**src/sv/cfifo_pkg.sv**
```systemverilog
// shared constants, types, request codes and pointer helpers for the circular fifo
// no dependencies; imported by cfifo_ctrl and circular_fifo_with_indexed_access

package cfifo_pkg;

    // queue geometry; slot indexing below assumes DEPTH is a power of two
    localparam int DEPTH      = 1024;
    localparam int ENTRY_BITS = 32;
    localparam int ADDR_BITS  = $clog2(DEPTH);
    localparam int CNT_BITS   = $clog2(DEPTH + 1);

    // fixed port widths
    localparam int REQ_BITS   = 3;
    localparam int SEQ_BITS   = 64;
    localparam int AMT_BITS   = 11;
    localparam int OCC_BITS   = 11;

    typedef enum logic [REQ_BITS-1:0] {
        REQ_PUSH        = 3'd0,
        REQ_PUSH_AT     = 3'd1,
        REQ_POP         = 3'd2,
        REQ_POP_MANY    = 3'd3,
        REQ_PEEK_FRONT  = 3'd4,
        REQ_PEEK_BACK   = 3'd5,
        REQ_READ_AT     = 3'd6,
        REQ_READ_BEFORE = 3'd7
    } t_req;

    typedef struct packed {
        logic                  ok;
        logic [ENTRY_BITS-1:0] value;
        logic [OCC_BITS-1:0]   occupancy;
        logic                  is_full;
    } t_result;

    typedef struct packed {
        logic                  we;
        logic [ADDR_BITS-1:0]  waddr;
        logic [ENTRY_BITS-1:0] wdata;
        logic [ADDR_BITS-1:0]  raddr;
    } t_mem_req;

    function automatic logic [ADDR_BITS-1:0] ptr_next(input logic [ADDR_BITS-1:0] p);
        return (p == ADDR_BITS'(DEPTH - 1)) ? '0 : p + 1'b1;
    endfunction

    function automatic logic [ADDR_BITS-1:0] ptr_prev(input logic [ADDR_BITS-1:0] p);
        return (p == '0) ? ADDR_BITS'(DEPTH - 1) : p - 1'b1;
    endfunction

endpackage

```
**src/sv/cfifo_ctrl.sv**
```systemverilog
// request sequencer: clearing pass, pointer and count state, read-modify-write of the slot ram
// depends on cfifo_pkg; drives the cfifo_ram ports through a t_mem_req struct

module cfifo_ctrl
    import cfifo_pkg::*;
(
    input  logic                  i_clk,
    input  logic                  i_rst_n,
    input  logic                  i_in_valid,
    output logic                  o_in_ready,
    input  logic [REQ_BITS-1:0]   i_req_type,
    input  logic [ENTRY_BITS-1:0] i_entry_value,
    input  logic [SEQ_BITS-1:0]   i_seq_position,
    input  logic [AMT_BITS-1:0]   i_pop_amount,
    output t_mem_req              o_mem,
    input  logic [ENTRY_BITS-1:0] i_rd_data,
    output logic                  o_res_valid,
    output t_result               o_res,
    input  logic                  i_res_take
);

    typedef enum logic [2:0] {
        S_CLEAR,
        S_IDLE,
        S_EXEC,
        S_MPOP,
        S_DONE
    } t_state;

    t_state                r_state,    n_state;
    logic [ADDR_BITS-1:0]  r_head,     n_head;
    logic [ADDR_BITS-1:0]  r_tail,     n_tail;
    logic [CNT_BITS-1:0]   r_count,    n_count;
    logic [ADDR_BITS-1:0]  r_clr_addr, n_clr_addr;
    t_req                  r_req,      n_req;
    logic [ENTRY_BITS-1:0] r_value,    n_value;
    logic [ADDR_BITS-1:0]  r_seq_idx,  n_seq_idx;
    logic [AMT_BITS-1:0]   r_left,     n_left;
    t_result               r_res,      n_res;

    logic     full;
    logic     empty;
    t_req     in_req;
    t_mem_req mem;

    assign full   = (r_count == CNT_BITS'(DEPTH));
    assign empty  = (r_count == '0);
    assign in_req = t_req'(i_req_type);

    always_comb begin
        n_state    = r_state;
        n_head     = r_head;
        n_tail     = r_tail;
        n_count    = r_count;
        n_clr_addr = r_clr_addr;
        n_req      = r_req;
        n_value    = r_value;
        n_seq_idx  = r_seq_idx;
        n_left     = r_left;
        n_res      = r_res;
        mem.we     = 1'b0;
        mem.waddr  = r_head;
        mem.wdata  = '0;
        mem.raddr  = r_head;

        unique case (r_state)
            S_CLEAR: begin
                mem.we     = 1'b1;
                mem.waddr  = r_clr_addr;
                n_clr_addr = ptr_next(r_clr_addr);
                if (r_clr_addr == ADDR_BITS'(DEPTH - 1)) begin
                    n_state = S_IDLE;
                end
            end
            S_IDLE: begin
                // read address issued in the accept cycle
                case (in_req)
                    REQ_PEEK_BACK:   mem.raddr = ptr_prev(r_tail);
                    REQ_READ_AT:     mem.raddr = i_seq_position[ADDR_BITS-1:0];
                    REQ_READ_BEFORE: mem.raddr = i_seq_position[ADDR_BITS-1:0] - 1'b1;
                    default:         mem.raddr = r_head;
                endcase
                if (i_in_valid) begin
                    n_req     = in_req;
                    n_value   = i_entry_value;
                    n_seq_idx = i_seq_position[ADDR_BITS-1:0];
                    n_left    = i_pop_amount;
                    n_state   = (in_req == REQ_POP_MANY) ? S_MPOP : S_EXEC;
                end
            end
            S_EXEC: begin
                n_res.ok    = 1'b0;
                n_res.value = '0;
                case (r_req) inside
                    REQ_PUSH, REQ_PUSH_AT: begin
                        if (!full && (r_req == REQ_PUSH || r_tail == r_seq_idx)) begin
                            mem.we    = 1'b1;
                            mem.waddr = r_tail;
                            mem.wdata = r_value;
                            n_tail    = ptr_next(r_tail);
                            n_count   = r_count + 1'b1;
                            n_res.ok  = 1'b1;
                        end
                    end
                    REQ_POP: begin
                        if (!empty) begin
                            mem.we      = 1'b1;
                            mem.waddr   = r_head;
                            n_head      = ptr_next(r_head);
                            n_count     = r_count - 1'b1;
                            n_res.ok    = 1'b1;
                            n_res.value = i_rd_data;
                        end
                    end
                    REQ_PEEK_FRONT, REQ_PEEK_BACK: begin
                        if (!empty) begin
                            n_res.ok    = 1'b1;
                            n_res.value = i_rd_data;
                        end
                    end
                    default: begin
                        // positional reads, no checks
                        n_res.ok    = 1'b1;
                        n_res.value = i_rd_data;
                    end
                endcase
                n_res.occupancy = OCC_BITS'(n_count);
                n_res.is_full   = (n_count == CNT_BITS'(DEPTH));
                n_state         = S_DONE;
            end
            S_MPOP: begin
                // one slot cleared per cycle
                n_res.value     = '0;
                n_res.occupancy = OCC_BITS'(r_count);
                n_res.is_full   = full;
                if (r_left == '0) begin
                    n_res.ok = 1'b1;
                    n_state  = S_DONE;
                end else if (empty) begin
                    n_res.ok = 1'b0;
                    n_state  = S_DONE;
                end else begin
                    mem.we    = 1'b1;
                    mem.waddr = r_head;
                    n_head    = ptr_next(r_head);
                    n_count   = r_count - 1'b1;
                    n_left    = r_left - 1'b1;
                end
            end
            S_DONE: begin
                if (i_res_take) begin
                    n_state = S_IDLE;
                end
            end
            default: begin
                n_state = S_IDLE;
            end
        endcase
    end

    always_ff @(posedge i_clk) begin
        if (!i_rst_n) begin
            r_state    <= S_CLEAR;
            r_head     <= '0;
            r_tail     <= '0;
            r_count    <= '0;
            r_clr_addr <= '0;
        end else begin
            r_state    <= n_state;
            r_head     <= n_head;
            r_tail     <= n_tail;
            r_count    <= n_count;
            r_clr_addr <= n_clr_addr;
        end
        r_req     <= n_req;
        r_value   <= n_value;
        r_seq_idx <= n_seq_idx;
        r_left    <= n_left;
        r_res     <= n_res;
    end

    assign o_in_ready  = (r_state == S_IDLE);
    assign o_res_valid = (r_state == S_DONE);
    assign o_res       = r_res;
    assign o_mem       = mem;

`ifndef SYNTHESIS
    a_count_bound: assert property (@(posedge i_clk) disable iff (!i_rst_n)
        r_count <= CNT_BITS'(DEPTH))
        else $error("entry count above depth");

    a_ptr_count: assert property (@(posedge i_clk) disable iff (!i_rst_n)
        ADDR_BITS'(r_tail - r_head) == r_count[ADDR_BITS-1:0])
        else $error("head, tail and count disagree");

    a_mpop_step: assert property (@(posedge i_clk) disable iff (!i_rst_n)
        (r_state == S_MPOP && r_left != '0 && r_count != '0)
        |=> (r_count == $past(r_count) - 1'b1 && r_head == ptr_next($past(r_head))))
        else $error("pop many did not remove one entry");

    a_push_ok: assert property (@(posedge i_clk) disable iff (!i_rst_n)
        (r_state == S_EXEC && r_req == REQ_PUSH && !full)
        |=> (r_res.ok && r_count == $past(r_count) + 1'b1))
        else $error("push with room failed");
`endif

endmodule

```
**config.mk**
```make
export PLATFORM = sky130hd
export DESIGN_NAME = cfifo_ctrl
export DESIGN_NICKNAME = d
export VERILOG_FILES = /design/src/sv/cfifo_pkg.sv /design/src/sv/cfifo_ctrl.sv
export SDC_FILE = /design/constraint.sdc
export NUM_CORES = 1
export LEC_CHECK = 0
export BUFFER_PORTS_ARGS = -buffer_cell sky130_fd_sc_hd__buf_2
export CORE_ASPECT_RATIO = 1.1
export CORE_UTILIZATION = 47
export CTS_CLUSTER_SIZE = 8
export DETAILED_ROUTE_END_ITERATION = 10
export PLACE_DENSITY = 0.83
export SETUP_SLACK_MARGIN = 0.2
export SYNTH_ARGS = -nofsm -noshare
export SYNTH_HDL_FRONTEND = slang
export SYNTH_SLANG_ARGS = --single-unit
```
**constraint.sdc**
```tcl
create_clock -name i_clk -period 3.38 [get_ports i_clk]
set_clock_uncertainty 0.15 [all_clocks]
set_input_delay 0.507 -clock i_clk [delete_from_list [all_inputs] [get_ports i_clk]]
set_output_delay 0.507 -clock i_clk [all_outputs]
set_load 0.1 [all_outputs]
```
==> key figures, run 1 <==
Run status
  – Outcome: completed

Die
  – # rows: 48
  – Count of boundary I/O pins: about 250
  – Placeable Area: around 16000 sq um
  – Chip width: between 100 and 150 microns
  – DIE AREA: roughly 17000 sq um
  – Starting Density: between 40% and 50%
  – Die extent in y: 136 microns

STA
  – RSZ-0062 raised after global routing: true
  – Highest Clock Rate: 306 MHz
  – Final-layout worst hold slack: approximately 0.1 ns
  – Least-Margin Pin Slew: 1.24 ns
  – Setup ws final: approximately 0.11 ns
  – Time the final worst path needs with I/O delays and setup: ~3.3 ns
  – Number of slew-limit violations in the final report: 0
  – Worst slew margin relative to its limit: between 10% and 20%
  – Setup violation total in the final timing report: 0
  – Number of hold-slack violations in the final timing report: 0
  – Fraction of the cycle the final worst path needs: 96.8%

Routing
  – Router iterations before antenna repair: 5
  – Drt drc: 0
  – Number of violations reported at the end of detailed-routing iteration 0: 647
  – Final routed wire length divided by cell count: approximately 19 microns
  – Via total after detailed routing: roughly 7000
  – Vias per cell: slightly below 6
  – WL final: 23000 microns
  – Post-DRT Antenna Nets: 0

Synth
  – Count of mapped cells out of synthesis: 787
  – Cell area after synthesis: around 7700 sq um
  – Share of the synthesized area in the top cell type: between 30 and 40%
  – Synth cell types: 66
  – Top cells by area, synth: sky130_fd_sc_hd__edfxtp_1 39%, sky130_fd_sc_hd__dfxtp_1 11%, sky130_fd_sc_hd__xnor2_1 4.9%
  – Register bit count reported by yosys: approximately 150
  – EDFF count, synth: 101
  – Synth Area per Inst: between 9 and 10 sq um
  – Ys flop type: sky130_fd_sc_hd__edfxtp_1
  – Number of warnings printed during yosys synthesis: 0
  – Syn Nets: roughly 940
  – Fraction of the yosys area taken by sequential cells: just over 50%
  – Async S/R FF share, synth: 0%
  – Yosys top cell by area: sky130_fd_sc_hd__edfxtp_1

Final layout
  – Fillers: roughly 1100
  – Final standard cell area without fillers: between 10000 and 15000 sq um
  – Antenna cells: 0
  – Synthesis-to-finish area growth: 44.7%
  – Net count, final: about 1200
  – Final cell count without fillers: 1215
  – Fraction of final layout cells sized beyond drive strength 1: about 39%

Clock network
  – Clk Latency, worst-skew pair: ~0.43 ns
  – Clock root buffer: sky130_fd_sc_hd__clkbuf_16
  – Clock Sink Count: 145
  – Clock buffer count from CTS: 17
  – TritonCTS clock tree: built
  – CTS Buffer Depth: 2
  – CTS H-tree depth: 4
  – Hold-fix buffers at CTS: 0
  – Clk slew on worst S/H paths: around 0.06 ns

Pwr
  – Total net switching power: 1.41 mW
  – Combinational fraction of design power: approximately a fifth
  – Total power divided by cell area: just over 400 nW/um^2
  – Internal power component: 3.20 mW
  – Switching part of the total power: between 30 and 40%
  – Sequential group share of total power: between 40 and 50%
  – Clock group share of total power: 36.8%
  – Worst ir drop on vdd: ~0.34 mV
  – P_leak: 4.37 nW

Placement
  – Detail Placement HPWL: between 10000 and 15000 microns
  – Post-Place Cells: approximately 1200
  – Post-Place Cell Area: about 10000 sq um
  – Last weighted congestion value of the routability-driven placer: just over 0.9
  – Setup slack after placement: between 0.15 and 0.2 ns
  – Count of buffers from port buffering: about 190

GRT
  – Vias in the first global route: 6542
  – Grt total ovfl: 0
  – Global-route total usage across every layer: 26.1%
  – Number of antenna violations at the first check in global routing: 0
  – Maximum number of pins on one net before global-route repair: 46
  – First-pass GRT wire length: 33400 microns

Worst setup path
  – Crit Path Max Fanout: 6
  – Worst Path Arrival: ~2.6 ns
  – Startpoint types: flop
  – Required time worst endpoint: about 2.7 ns
  – CP Class: reg2out
  – Kind of end point of the critical path: output port

Job
  – Max-cap violation count: 0

Hold path
  – Worst hold path class: in2reg
power by group through the flow:
stage          logic (mW)  registers [mW]  clock network (mW)
5_1_grt             0.972            1.99                1.78
3_5_place_dp        0.867            2.02                   0
4_1_cts             0.899            1.99                1.70
6_report            0.928            1.99                1.70
2_1_floorplan       0.524            2.07                   0
3_3_place_gp        0.853            2.02                   0
worst paths after layout:
kind | depth (start not counted) | from | endpoint | slack, ns
hold / removal | 1 | i_entry_value[15] | r_value[15] | 0.1
setup reg to reg | 12 | r_seq_idx[5] | o_res[0] | 0.27
setup / recovery | 9 | r_seq_idx[5] | o_mem[44] | 0.11
hold reg to reg | 2 | r_count[1] | r_count[1] | 0.38
layer usage:
metal  global-route usage, %  share of wire, %  up-vias
met5                       0                 0        -
met4                    12.3               3.6        0
met3                    5.58               7.5       79
met2                    45.9                51      397
met1                    29.9                38     3291
li1                        -                 -     3253
placed cells by master (no fill, tap or decap), types with 4 or more instances in the layout:
cell type,Yosys,final
sky130_fd_sc_hd__xnor2_1,43,41
sky130_fd_sc_hd__dfxtp_1,44,41
sky130_fd_sc_hd__nor2_1,77,72
sky130_fd_sc_hd__edfxtp_1,101,101
sky130_fd_sc_hd__a21oi_4,0,23
sky130_fd_sc_hd__and3_1,42,10
sky130_fd_sc_hd__a21oi_2,0,14
sky130_fd_sc_hd__a21oi_1,57,20
sky130_fd_sc_hd__or3_1,9,6
sky130_fd_sc_hd__o31ai_1,4,4
sky130_fd_sc_hd__nor2_2,2,7
sky130_fd_sc_hd__and2_1,51,52
sky130_fd_sc_hd__nand2_1,73,71
sky130_fd_sc_hd__a31oi_1,7,6
sky130_fd_sc_hd__o22ai_4,0,8
sky130_fd_sc_hd__xor2_1,23,23
sky130_fd_sc_hd__nor2b_1,6,6
sky130_fd_sc_hd__ha_1,10,9
sky130_fd_sc_hd__nand3_1,18,18
sky130_fd_sc_hd__clkinvlp_4,0,5
sky130_fd_sc_hd__buf_6,2,5
sky130_fd_sc_hd__inv_1,17,15
sky130_fd_sc_hd__nand4_1,16,16
sky130_fd_sc_hd__nor4_1,5,4
sky130_fd_sc_hd__buf_12,0,54
sky130_fd_sc_hd__o21ai_0,36,36
sky130_fd_sc_hd__buf_4,5,45
sky130_fd_sc_hd__buf_2,6,138
sky130_fd_sc_hd__xnor2_2,2,4
sky130_fd_sc_hd__o22ai_1,13,4
sky130_fd_sc_hd__or3_4,1,4
sky130_fd_sc_hd__nor3_1,20,18
sky130_fd_sc_hd__a22oi_1,5,4
sky130_fd_sc_hd__clkbuf_16,0,18
sky130_fd_sc_hd__and3_2,0,30
state kept, by name (all words and copies together) (netlist names):
name,cells
r_tail,10
r_head,10
r_req,3
r_seq_idx,10
r_state,3
o_res,45
r_value,32
r_clr_addr,10
r_count,11
r_left,11
worst max-delay path, cell delays in order, from the launching register on:
cell and delay [ns]:
sky130_fd_sc_hd__edfxtp_1 0.42, sky130_fd_sc_hd__xnor2_2 0.19, sky130_fd_sc_hd__nand4_2 0.17, sky130_fd_sc_hd__o41ai_4 0.35, sky130_fd_sc_hd__buf_4 0.18, sky130_fd_sc_hd__nand3_4 0.13, sky130_fd_sc_hd__a21boi_4 0.28, sky130_fd_sc_hd__nor2_1 0.10
sky130_fd_sc_hd__a21oi_4 0.16, sky130_fd_sc_hd__buf_12 0.19
synth_stat cells (3+ instances only):
| cell | n |
|---|---|
| sky130_fd_sc_hd__o22ai_1 | 13 |
| sky130_fd_sc_hd__a22oi_1 | 5 |
| sky130_fd_sc_hd__nor3_1 | 20 |
| sky130_fd_sc_hd__ha_1 | 10 |
| sky130_fd_sc_hd__nor2b_1 | 6 |
| sky130_fd_sc_hd__edfxtp_1 | 101 |
| sky130_fd_sc_hd__inv_1 | 17 |
| sky130_fd_sc_hd__buf_2 | 6 |
| sky130_fd_sc_hd__or4_1 | 3 |
| sky130_fd_sc_hd__nand2_1 | 73 |
| sky130_fd_sc_hd__nand3_1 | 18 |
| sky130_fd_sc_hd__xnor2_1 | 43 |
| sky130_fd_sc_hd__xor2_1 | 23 |
| sky130_fd_sc_hd__and2_1 | 51 |
| sky130_fd_sc_hd__buf_4 | 5 |
| sky130_fd_sc_hd__nand3b_1 | 3 |
| sky130_fd_sc_hd__and3_1 | 42 |
| sky130_fd_sc_hd__nor2_1 | 77 |
| sky130_fd_sc_hd__o31ai_1 | 4 |
| sky130_fd_sc_hd__nor4_1 | 5 |
| sky130_fd_sc_hd__clkbuf_1 | 33 |
| sky130_fd_sc_hd__nand4_1 | 16 |
| sky130_fd_sc_hd__a21oi_1 | 57 |
| sky130_fd_sc_hd__o21ai_0 | 36 |
| sky130_fd_sc_hd__nor3b_1 | 5 |
| sky130_fd_sc_hd__dfxtp_1 | 44 |
| sky130_fd_sc_hd__a21o_1 | 3 |
| sky130_fd_sc_hd__a31oi_1 | 7 |
| sky130_fd_sc_hd__or3_1 | 9 |
| sky130_fd_sc_hd__nand2b_1 | 3 |
cell type report:
cell class	count	area (sq um)	share of cell area, %
clock buffer	19	433	3.89
multi-input combinational	578	4160	37.5
sequential	145	3920	35.3
clock inverter	13	90.1	0.810
inverter	17	67.6	0.608
tap	200	250	2.25
timing repair buffer	243	2190	19.7
stage by stage:
stage               power [mW]  setup TNS, ns  utilization [%]
floorplan                 2.60         -0.163                -
global placement          2.87              0             63.1
detailed placement        2.89              0             63.1
CTS                       4.58              0             68.4
global route              4.74              0             70.1
finish                    4.61              0             70.1
cell families after synthesis:
group           Yosys count  synth area share, %
simple gates            346                 23.4
fa+ha+maj                10                 1.63
flops                   145                 50.9
buf+inv                  65                 3.73
xor+xnor                 68                 7.95
compound gates          151                 12.1
mux                       2                0.261
timing repair:
item | 4_1_cts | 5_1_grt
setup endpoints to repair | 53 | 54
pin swaps | 17 | 26
gates resized for setup | 46 | 38
buffers inserted | 8 | 10
gates cloned | 1 | 2
hold endpoints to repair | 0 | 0
No activity file was read; power rests on OpenSTA's default activity.
==> inputs of run 2 (changes only) <==
--- a/config.mk
+++ b/config.mk
@@ -5,12 +5,13 @@
 export SDC_FILE = /design/constraint.sdc
 export NUM_CORES = 1
 export LEC_CHECK = 0
+export ABC_AREA = 1
 export BUFFER_PORTS_ARGS = -buffer_cell sky130_fd_sc_hd__buf_2
 export CORE_ASPECT_RATIO = 1.1
 export CORE_UTILIZATION = 47
 export CTS_CLUSTER_SIZE = 8
 export DETAILED_ROUTE_END_ITERATION = 10
-export PLACE_DENSITY = 0.83
+export PLACE_DENSITY = 0.82
 export SETUP_SLACK_MARGIN = 0.2
 export SYNTH_ARGS = -nofsm -noshare
 export SYNTH_HDL_FRONTEND = slang
==> constraint.sdc (replaced) <==
create_clock -name i_clk -period 2.8 [get_ports i_clk]
set_clock_uncertainty 0.15 [all_clocks]
set_input_delay 0.42 -clock i_clk [delete_from_list [all_inputs] [get_ports i_clk]]
set_output_delay 0.42 -clock i_clk [all_outputs]
set_load 0.1 [all_outputs]
==> run 2 against run 1 <==
The flow now finishes with violations (setup timing). Critical path depth grew 2. Cell count increased by 25%. Die area up 5.6%. Final area up 11%. Global-route usage increased by 1.8 points. Clock power up 45%. Worst hold slack got worse by 0.084 ns. Clock-buffer cell count decreased by 1. Non-clock buffer count increased by 35. Register-to-register slack worse by 0.07 ns. Flip-flop and latch count unchanged.
==> key figures, run 2 <==
Final layout
  – Core Util, Final: 72.9% (+2.8 points)
  – Synthesis-to-finish area growth: 52.3%
  – Max FFs per register: 45 (unchanged)
  – Highest-count cells in the layout ignoring fill and taps: 160 x sky130_fd_sc_hd__nand2_1, 138 x sky130_fd_sc_hd__buf_2, 134 x sky130_fd_sc_hd__inv_1
  – Fillers: 1148 (+6.1%)
  – Area occupied by multi-input gates: 4340 sq um (+4.1%)
  – Net count, final: 1427 (+23%)
  – Seq. cell area: 3940 sq um (+0.38%)
  – Most common library cell in the layout ignoring fill and taps: sky130_fd_sc_hd__nand2_1
  – Fraction of final layout cells sized beyond drive strength 1: 36.3% (-2.6 points)

Worst setup path
  – Logic depth of the worst register-to-register path: 13 (+1)
  – Critical-path cell list: xnor2_1 -> nand2_1 -> nor2_1 -> nand3_2 -> nand2_4 -> nand3_4 -> inv_1 -> nand2_1 -> o211ai_1 -> o2111ai_4 -> buf_12
  – Setup crit start: r_seq_idx[2]
  – Crit Path Max Fanout: 6 (unchanged)
  – Required time worst endpoint: 2.23 ns (-0.49 ns)
  – Worst path top cell family by delay: simple AND/OR/NAND/NOR gates
  – Reg-to-reg startpoint: r_seq_idx[2]
  – Critical path capture point: o_mem[46]
  – Register-to-register setup slack: 0.20 ns (-0.07 ns)
  – Worst Path Arrival: 2.61 ns (about the same)
  – Depth of the critical timing path with buffers and inverters included: 11 (+2)
  – CP max-delay cell: sky130_fd_sc_hd__edfxtp_1
  – Startpoint types: flop
  – Reg-to-reg endpoint: r_tail[7]
  – CP Class: reg2out
  – Combined buffer and inverter count along the critical path: 2 (unchanged)
  – Dominant cell type by count on the critical path: sky130_fd_sc_hd__nand2_1
  – Worst stage delay on the critical path: 0.41 ns (about the same)
  – Kind of end point of the critical path: output port

Pwr
  – Worst ir drop on vdd: 0.416 mV (+23%)
  – P_leak: 5.31 nW (+22%)
  – Total power divided by cell area: 563 nW/um^2 (+36%)

STA
  – Setup violation total in the final timing report: 50 (+50)
  – Final-layout worst hold slack: 0.0139 ns (-0.0835 ns)
  – Setup ws final: -0.379 ns (-0.486 ns)
  – Time the final worst path needs with I/O delays and setup: 3.18 ns
  – RSZ-0062 raised after global routing: true
  – Number of slew-limit violations in the final report: 0 (unchanged)
  – Least-Margin Pin Slew: 0.645 ns (-0.590 ns)
  – Worst slew margin relative to its limit: 56.9% (+39 points)
  – Fraction of the cycle the final worst path needs: 114%
  – Number of hold-slack violations in the final timing report: 0 (unchanged)
  – Highest Clock Rate: approximately 310 MHz

Run status
  – Violations in the final reports: setup timing
  – Outcome: complete, but fails checks

Die
  – DIE AREA: 17800 sq um (+5.6%)
  – Starting Density: 47.9% (-0.57 points)
  – Placeable Area: 17000 sq um (+6.9%)
  – Count of boundary I/O pins: 246 (unchanged)
  – Die extent in y: 140 microns (+2.8%)
  – # rows: 50 (+4.2%)
  – Chip width: 127 microns (+2.7%)

Clock network
  – Clock root buffer: sky130_fd_sc_hd__clkbuf_16
  – TritonCTS clock tree: built
  – Clock Sink Count: 145 (unchanged)
  – CTS H-tree depth: 4 (unchanged)
  – Clock buffer count from CTS: 17 (unchanged)
  – Clk Latency, worst-skew pair: 0.43 ns (about the same)
  – CTS Buffer Depth: 2 (unchanged)
  – Clk slew on worst S/H paths: 0.06 ns (about the same)

Synth
  – Top-count cell post-synth: sky130_fd_sc_hd__nand2_1
  – Synth Area per Inst: 8.04 sq um (-18%)
  – Register bit count reported by yosys: 145 (unchanged)
  – Yosys top cell by area: sky130_fd_sc_hd__edfxtp_1
  – Cell area after synthesis: 8120 sq um (+5.7%)
  – Synth cell types: 53 (-20%)
  – Ys flop type: sky130_fd_sc_hd__edfxtp_1
  – Async S/R FF share, synth: 0% (unchanged)
  – Count of mapped cells out of synthesis: 1010 (+28%)
  – List of most frequent post-synthesis cells: 172 x sky130_fd_sc_hd__nand2_1, 143 x sky130_fd_sc_hd__inv_1, 131 x sky130_fd_sc_hd__nor2_1
  – Share of the synthesized area in the top cell type: 37.4% (-2.1 points)
  – Number of warnings printed during yosys synthesis: 0 (unchanged)
  – Fraction of the yosys area taken by sequential cells: 48.2% (-2.7 points)
  – Top cells by area, synth: sky130_fd_sc_hd__edfxtp_1 37%, sky130_fd_sc_hd__dfxtp_1 11%, sky130_fd_sc_hd__nand2_1 8.0%
  – EDFF count, synth: 101 (unchanged)
  – Syn Nets: 1166 (+24%)

Routing
  – Via total after detailed routing: 8345 (+19%)
  – Number of violations reported at the end of detailed-routing iteration 0: 1147 (+77%)
  – WL final: 25800 microns (+12%)
  – Vias per cell: 5.49 (-4.9%)
  – Final routed wire length divided by cell count: 17.0 microns (-10%)
  – Router iterations before antenna repair: 7 (+2)
  – Drt drc: 0 (unchanged)
  – Post-DRT Antenna Nets: 0 (unchanged)

GRT
  – Top Usage Layer GRT: met2
  – Vias in the first global route: 7997 (+22%)
  – Maximum number of pins on one net before global-route repair: 45 (-2.2%)
  – Met3 demand-to-capacity share in global routing: 4.69% (-0.89 points)
  – First-pass GRT wire length: 38900 microns (+17%)
  – Number of antenna violations at the first check in global routing: 1 (+1)
  – Global-route total usage across every layer: 27.9% (+1.8 points)
  – Global routing usage on met1: 32.4% (+2.5 points)
  – Grt total ovfl: 0 (unchanged)
  – GR Util met2: 49.5% (+3.6 points)

Placement
  – Count of buffers from port buffering: 191 (unchanged)
  – Last weighted congestion value of the routability-driven placer: 0.961 (+3.2%)
  – Detail Placement HPWL: 17000 microns (+17%)

Hold path
  – Worst hold path class: in2reg
  – Hold Startpoint: i_entry_value[28]

Job
  – Max-cap violation count: 0 (unchanged)
[run 2: logic make-up (layout without fill, tap and decap cells)]
logic type,count (synthesis),count (layout),share of synthesized area [%]
and+or+nand+nor,448,449,24.4
other,0,1,0
adders and majority gates,10,10,1.54
xor gates and xnor gates,36,36,3.88
muxes,1,1,0.123
buffers and inverters,193,466,9.36
AOI/OAI and AO/OA,177,177,12.5
DFF,145,145,48.2
[run 2: worst reg2reg max path: cells and delay by family, from the launching register on]
family | cells | cell delay [ns]
simple gates | 6 | 0.84
compound gates | 3 | 0.47
flops | 1 | 0.41
buf+inv | 3 | 0.39
xor+xnor | 1 | 0.22
[run 2: final cells by class]
| class | count | share of cell area, % |
|---|---|---|
| clock buffer | 18 | 3.47 |
| timing repair buffer | 278 | 20.7 |
| antenna | 1 | 0.0202 |
| sequential | 145 | 31.8 |
| tap | 234 | 2.37 |
| inverter | 156 | 4.88 |
| multi-input combinational | 673 | 35.1 |
| clock inverter | 14 | 1.65 |
[run 2: where the power goes]
group / switching [mW] / internal, mW
Clock: 0.946 / 1.51
Combinational: 1.36 / 0.608
Sequential: 0.0744 / 2.46
[run 2: repair_timing]
| action | in CTS | in global routing |
|---|---|---|
| cloned | 2 | 1 |
| endpoints found under the hold margin | 5 | 0 |
| hold buffers | 5 | 0 |
| pin swaps | 26 | 25 |
| buffers inserted | 22 | 14 |
| endpoints found under the setup margin | 53 | 70 |
| gates resized for setup | 70 | 44 |
[run 2: worst min path at each step]
stage                               end  slack, ns  cells past startpoint
after floorplan           r_clr_addr[6]       0.31                      2
after global placement    r_clr_addr[6]       0.33                      2
after detailed placement  r_clr_addr[6]       0.34                      2
after CTS                   r_value[28]     0.0003                      1
after global routing         r_value[2]      0.005                      1
final                       r_value[28]       0.01                      1
[run 2: routing by layer]
layer / wire length [microns] / part of all wire (%)
met1: 9430 / 37
met3: 1970 / 7.7
met5: 0 / 0
met2: 13300 / 51
met4: 1140 / 4.4
[run 2: per-stage QoR]
stage               worst slack (ns)  instances  setup TNS [ns]  area (sq um)  power [mW]
floorplan                     -0.425       1010           -8.46          8790        3.90
global placement               0.150       1442               0         11000        4.42
detailed placement             0.126       1442               0         11000        4.46
CTS                           -0.162       1503           -4.27         12100        6.94
global route                  -0.475       1519          -13.85         12400        7.21
finish                        -0.379       1519           -9.87         12400        6.95
==> inputs of run 3 (changes only) <==
--- a/config.mk
+++ b/config.mk
@@ -12,6 +12,7 @@
 export CTS_CLUSTER_SIZE = 8
 export DETAILED_ROUTE_END_ITERATION = 10
 export PLACE_DENSITY = 0.82
+export RECOVER_POWER = 50
 export SETUP_SLACK_MARGIN = 0.2
 export SYNTH_ARGS = -nofsm -noshare
 export SYNTH_HDL_FRONTEND = slang
==> run 3 against run 2 <==
The flow still finishes with violations (setup timing). Critical path depth stayed put. Global-route usage unchanged. Total power fell by 0.37%. Final area fell by 0.90%. Worst setup slack worse by 0.046 ns. Fmax fell by 1.4%. Critical path type unchanged. Largest power group unchanged.
==> key figures, run 3 (synthesis results as in run 2) <==
Run status
  – Outcome: complete, but fails checks
  – Violations in the final reports: setup timing

Clock network
  – CTS H-tree depth: 4 (unchanged)
  – CTS Buffer Depth: 2 (unchanged)
  – Clk slew on worst S/H paths: 0.06 ns (about the same)
  – Clock root buffer: sky130_fd_sc_hd__clkbuf_16
  – TritonCTS clock tree: built
  – Clock buffer count from CTS: 17 (unchanged)
  – Clk Latency, worst-skew pair: 0.43 ns (about the same)
  – Clock Sink Count: 145 (unchanged)

STA
  – Worst slew margin relative to its limit: 19.3% (-38 points)
  – Fraction of the cycle the final worst path needs: 115% (+1.6 points)
  – Setup violation total in the final timing report: 49 (-2.0%)
  – Number of hold-slack violations in the final timing report: 0 (unchanged)
  – RSZ-0062 raised after global routing: true
  – Least-Margin Pin Slew: 1.22 ns (+0.570 ns)
  – Time the final worst path needs with I/O delays and setup: 3.22 ns (+0.0458 ns)
  – Setup ws final: -0.425 ns (-0.0458 ns)
  – Number of slew-limit violations in the final report: 0 (unchanged)
  – Highest Clock Rate: 310 MHz (-1.4%)

Worst setup path
  – Kind of end point of the critical path: output port
  – Register-to-register setup slack: 0.15 ns (-0.05 ns)
  – CP Class: reg2out
  – Crit Path Max Fanout: 6 (unchanged)
  – Reg-to-reg endpoint: r_tail[7]
  – Logic depth of the worst register-to-register path: 13 (unchanged)
  – Worst Path Arrival: 2.65 ns (+0.04 ns)
  – Required time worst endpoint: 2.23 ns (about the same)
  – Startpoint types: flop
  – Reg-to-reg startpoint: r_seq_idx[2]

Routing
  – Final routed wire length divided by cell count: 17.0 microns (+0.12%)
  – Vias per cell: 5.50 (about the same)
  – Number of violations reported at the end of detailed-routing iteration 0: 1076 (-6.2%)
  – Router iterations before antenna repair: 7 (unchanged)
  – WL final: 25800 microns (+0.12%)
  – Drt drc: 0 (unchanged)
  – Post-DRT Antenna Nets: 0 (unchanged)
  – Via total after detailed routing: 8349 (+0.048%)

Pwr
  – Total power divided by cell area: 566 nW/um^2 (+0.53%)
  – Worst ir drop on vdd: 0.416 mV (-0.12%)
  – Total chip power: 6.93 mW (-0.37%)
  – P_leak: 5.14 nW (-3.3%)

GRT
  – First-pass GRT wire length: 38900 microns (unchanged)
  – Vias in the first global route: 7997 (unchanged)
  – Maximum number of pins on one net before global-route repair: 45 (unchanged)
  – Global-route total usage across every layer: 27.9% (unchanged)
  – Grt total ovfl: 0 (unchanged)
  – Number of antenna violations at the first check in global routing: 1 (unchanged)

Hold path
  – End point of the most critical hold path: r_value[28]
  – Hold Startpoint: i_entry_value[28]
  – Hold path depth: 1 (unchanged)
  – Worst hold path class: in2reg

Die
  – Placeable Area: 17000 sq um (unchanged)
  – Starting Density: 47.9% (unchanged)
  – # rows: 50 (unchanged)
  – Die extent in y: 140 microns (unchanged)
  – Count of boundary I/O pins: 246 (unchanged)
  – DIE AREA: 17800 sq um (unchanged)
  – Chip width: 127 microns (unchanged)

Placement
  – Detail Placement HPWL: 17000 microns (unchanged)
  – Post-Place Cell Area: 11000 sq um (unchanged)
  – Last weighted congestion value of the routability-driven placer: 0.961 (unchanged)
  – Count of buffers from port buffering: 191 (unchanged)

Final layout
  – Fillers: 1189 (+3.6%)
  – Final standard cell area without fillers: 12200 sq um (-0.90%)
  – Synthesis-to-finish area growth: 50.9%
  – Net count, final: 1427 (unchanged)
  – Fraction of final layout cells sized beyond drive strength 1: 30.8% (-5.5 points)
  – Highest-count cells in the layout ignoring fill and taps: 161 x sky130_fd_sc_hd__nand2_1, 136 x sky130_fd_sc_hd__inv_1, 101 x sky130_fd_sc_hd__edfxtp_1
  – Most common library cell in the layout ignoring fill and taps: sky130_fd_sc_hd__nand2_1
  – Max FFs per register: 45 (unchanged)

Job
  – Max-cap violation count: 0 (unchanged)
-- run 3: worst max path at each step --
| stage | from | endpoint | slack (ns) | depth (start not counted) |
|---|---|---|---|---|
| finish | r_seq_idx[2] | o_mem[46] | -0.42 | 11 |
| global route | r_seq_idx[2] | o_mem[46] | -0.47 | 11 |
| CTS | r_seq_idx[5] | o_mem[42] | -0.16 | 10 |
| detailed placement | r_seq_idx[5] | o_mem[42] | 0.13 | 10 |
| global placement | r_seq_idx[5] | o_mem[42] | 0.15 | 10 |
| floorplan | r_state[1] | o_mem[42] | -0.43 | 8 |
-- run 3: report_power, final --
part	switching (mW)	internal (mW)	total, mW
clock	0.942	1.51	2.45
combinational	1.35	0.589	1.94
sequential	0.0742	2.46	2.53
total	2.37	4.56	6.93
-- run 3: final cells by class --
type	count	area [sq um]	share of cell area, %
clock buffers	18	429	3.50
repair buffers	278	2470	20.2
well taps	234	293	2.39
inverters	156	603	4.92
multi-input cells	673	4310	35.2
flip-flops and latches	145	3930	32.1
diodes	1	2.50	0.0204
clock inverters	14	204	1.66
-- run 3: per-layer routing --
metal | track usage, % | wire (microns) | vias to the layer above
li1 | - | - | 3888
met1 | 32.4 | 9530 | 3854
met2 | 49.5 | 13200 | 494
met3 | 4.69 | 1960 | 113
met4 | 14.0 | 1120 | 0
met5 | 0 | 0 | -
-- run 3: per-stage QoR --
stage | hold WS, ns | TNS, ns | worst slack (ns) | utilization, % | instances
global placement | 0.332 | 0 | 0.150 | 64.6 | 1442
CTS | 0.000333 | -4.27 | -0.162 | 71.1 | 1503
finish | 0.0150 | -11.87 | -0.425 | 72.3 | 1519
floorplan | 0.307 | -8.46 | -0.425 | - | 1010
global route | 0.00457 | -14.03 | -0.475 | 72.3 | 1519
detailed placement | 0.343 | 0 | 0.126 | 64.6 | 1442
-- run 3: what timing repair did --
action,CTS,global route
endpoints found under the setup margin,53,70
pin swaps,26,25
setup buffers,22,14
endpoints found under the hold margin,5,0
hold buffers,5,0
gates resized for setup,70,44
gates cloned,2,1
-- run 3: critical path: stages (launching register included) --
cell and delay (ns):
sky130_fd_sc_hd__edfxtp_1 0.41, sky130_fd_sc_hd__xnor2_1 0.23, sky130_fd_sc_hd__nand2_1 0.12, sky130_fd_sc_hd__nor2_1 0.16
sky130_fd_sc_hd__nand3_2 0.14, sky130_fd_sc_hd__nand2_4 0.11, sky130_fd_sc_hd__nand3_4 0.15, sky130_fd_sc_hd__inv_1 0.21
sky130_fd_sc_hd__nand2_1 0.13, sky130_fd_sc_hd__o211ai_1 0.17, sky130_fd_sc_hd__o2111ai_4 0.19, sky130_fd_sc_hd__buf_12 0.20
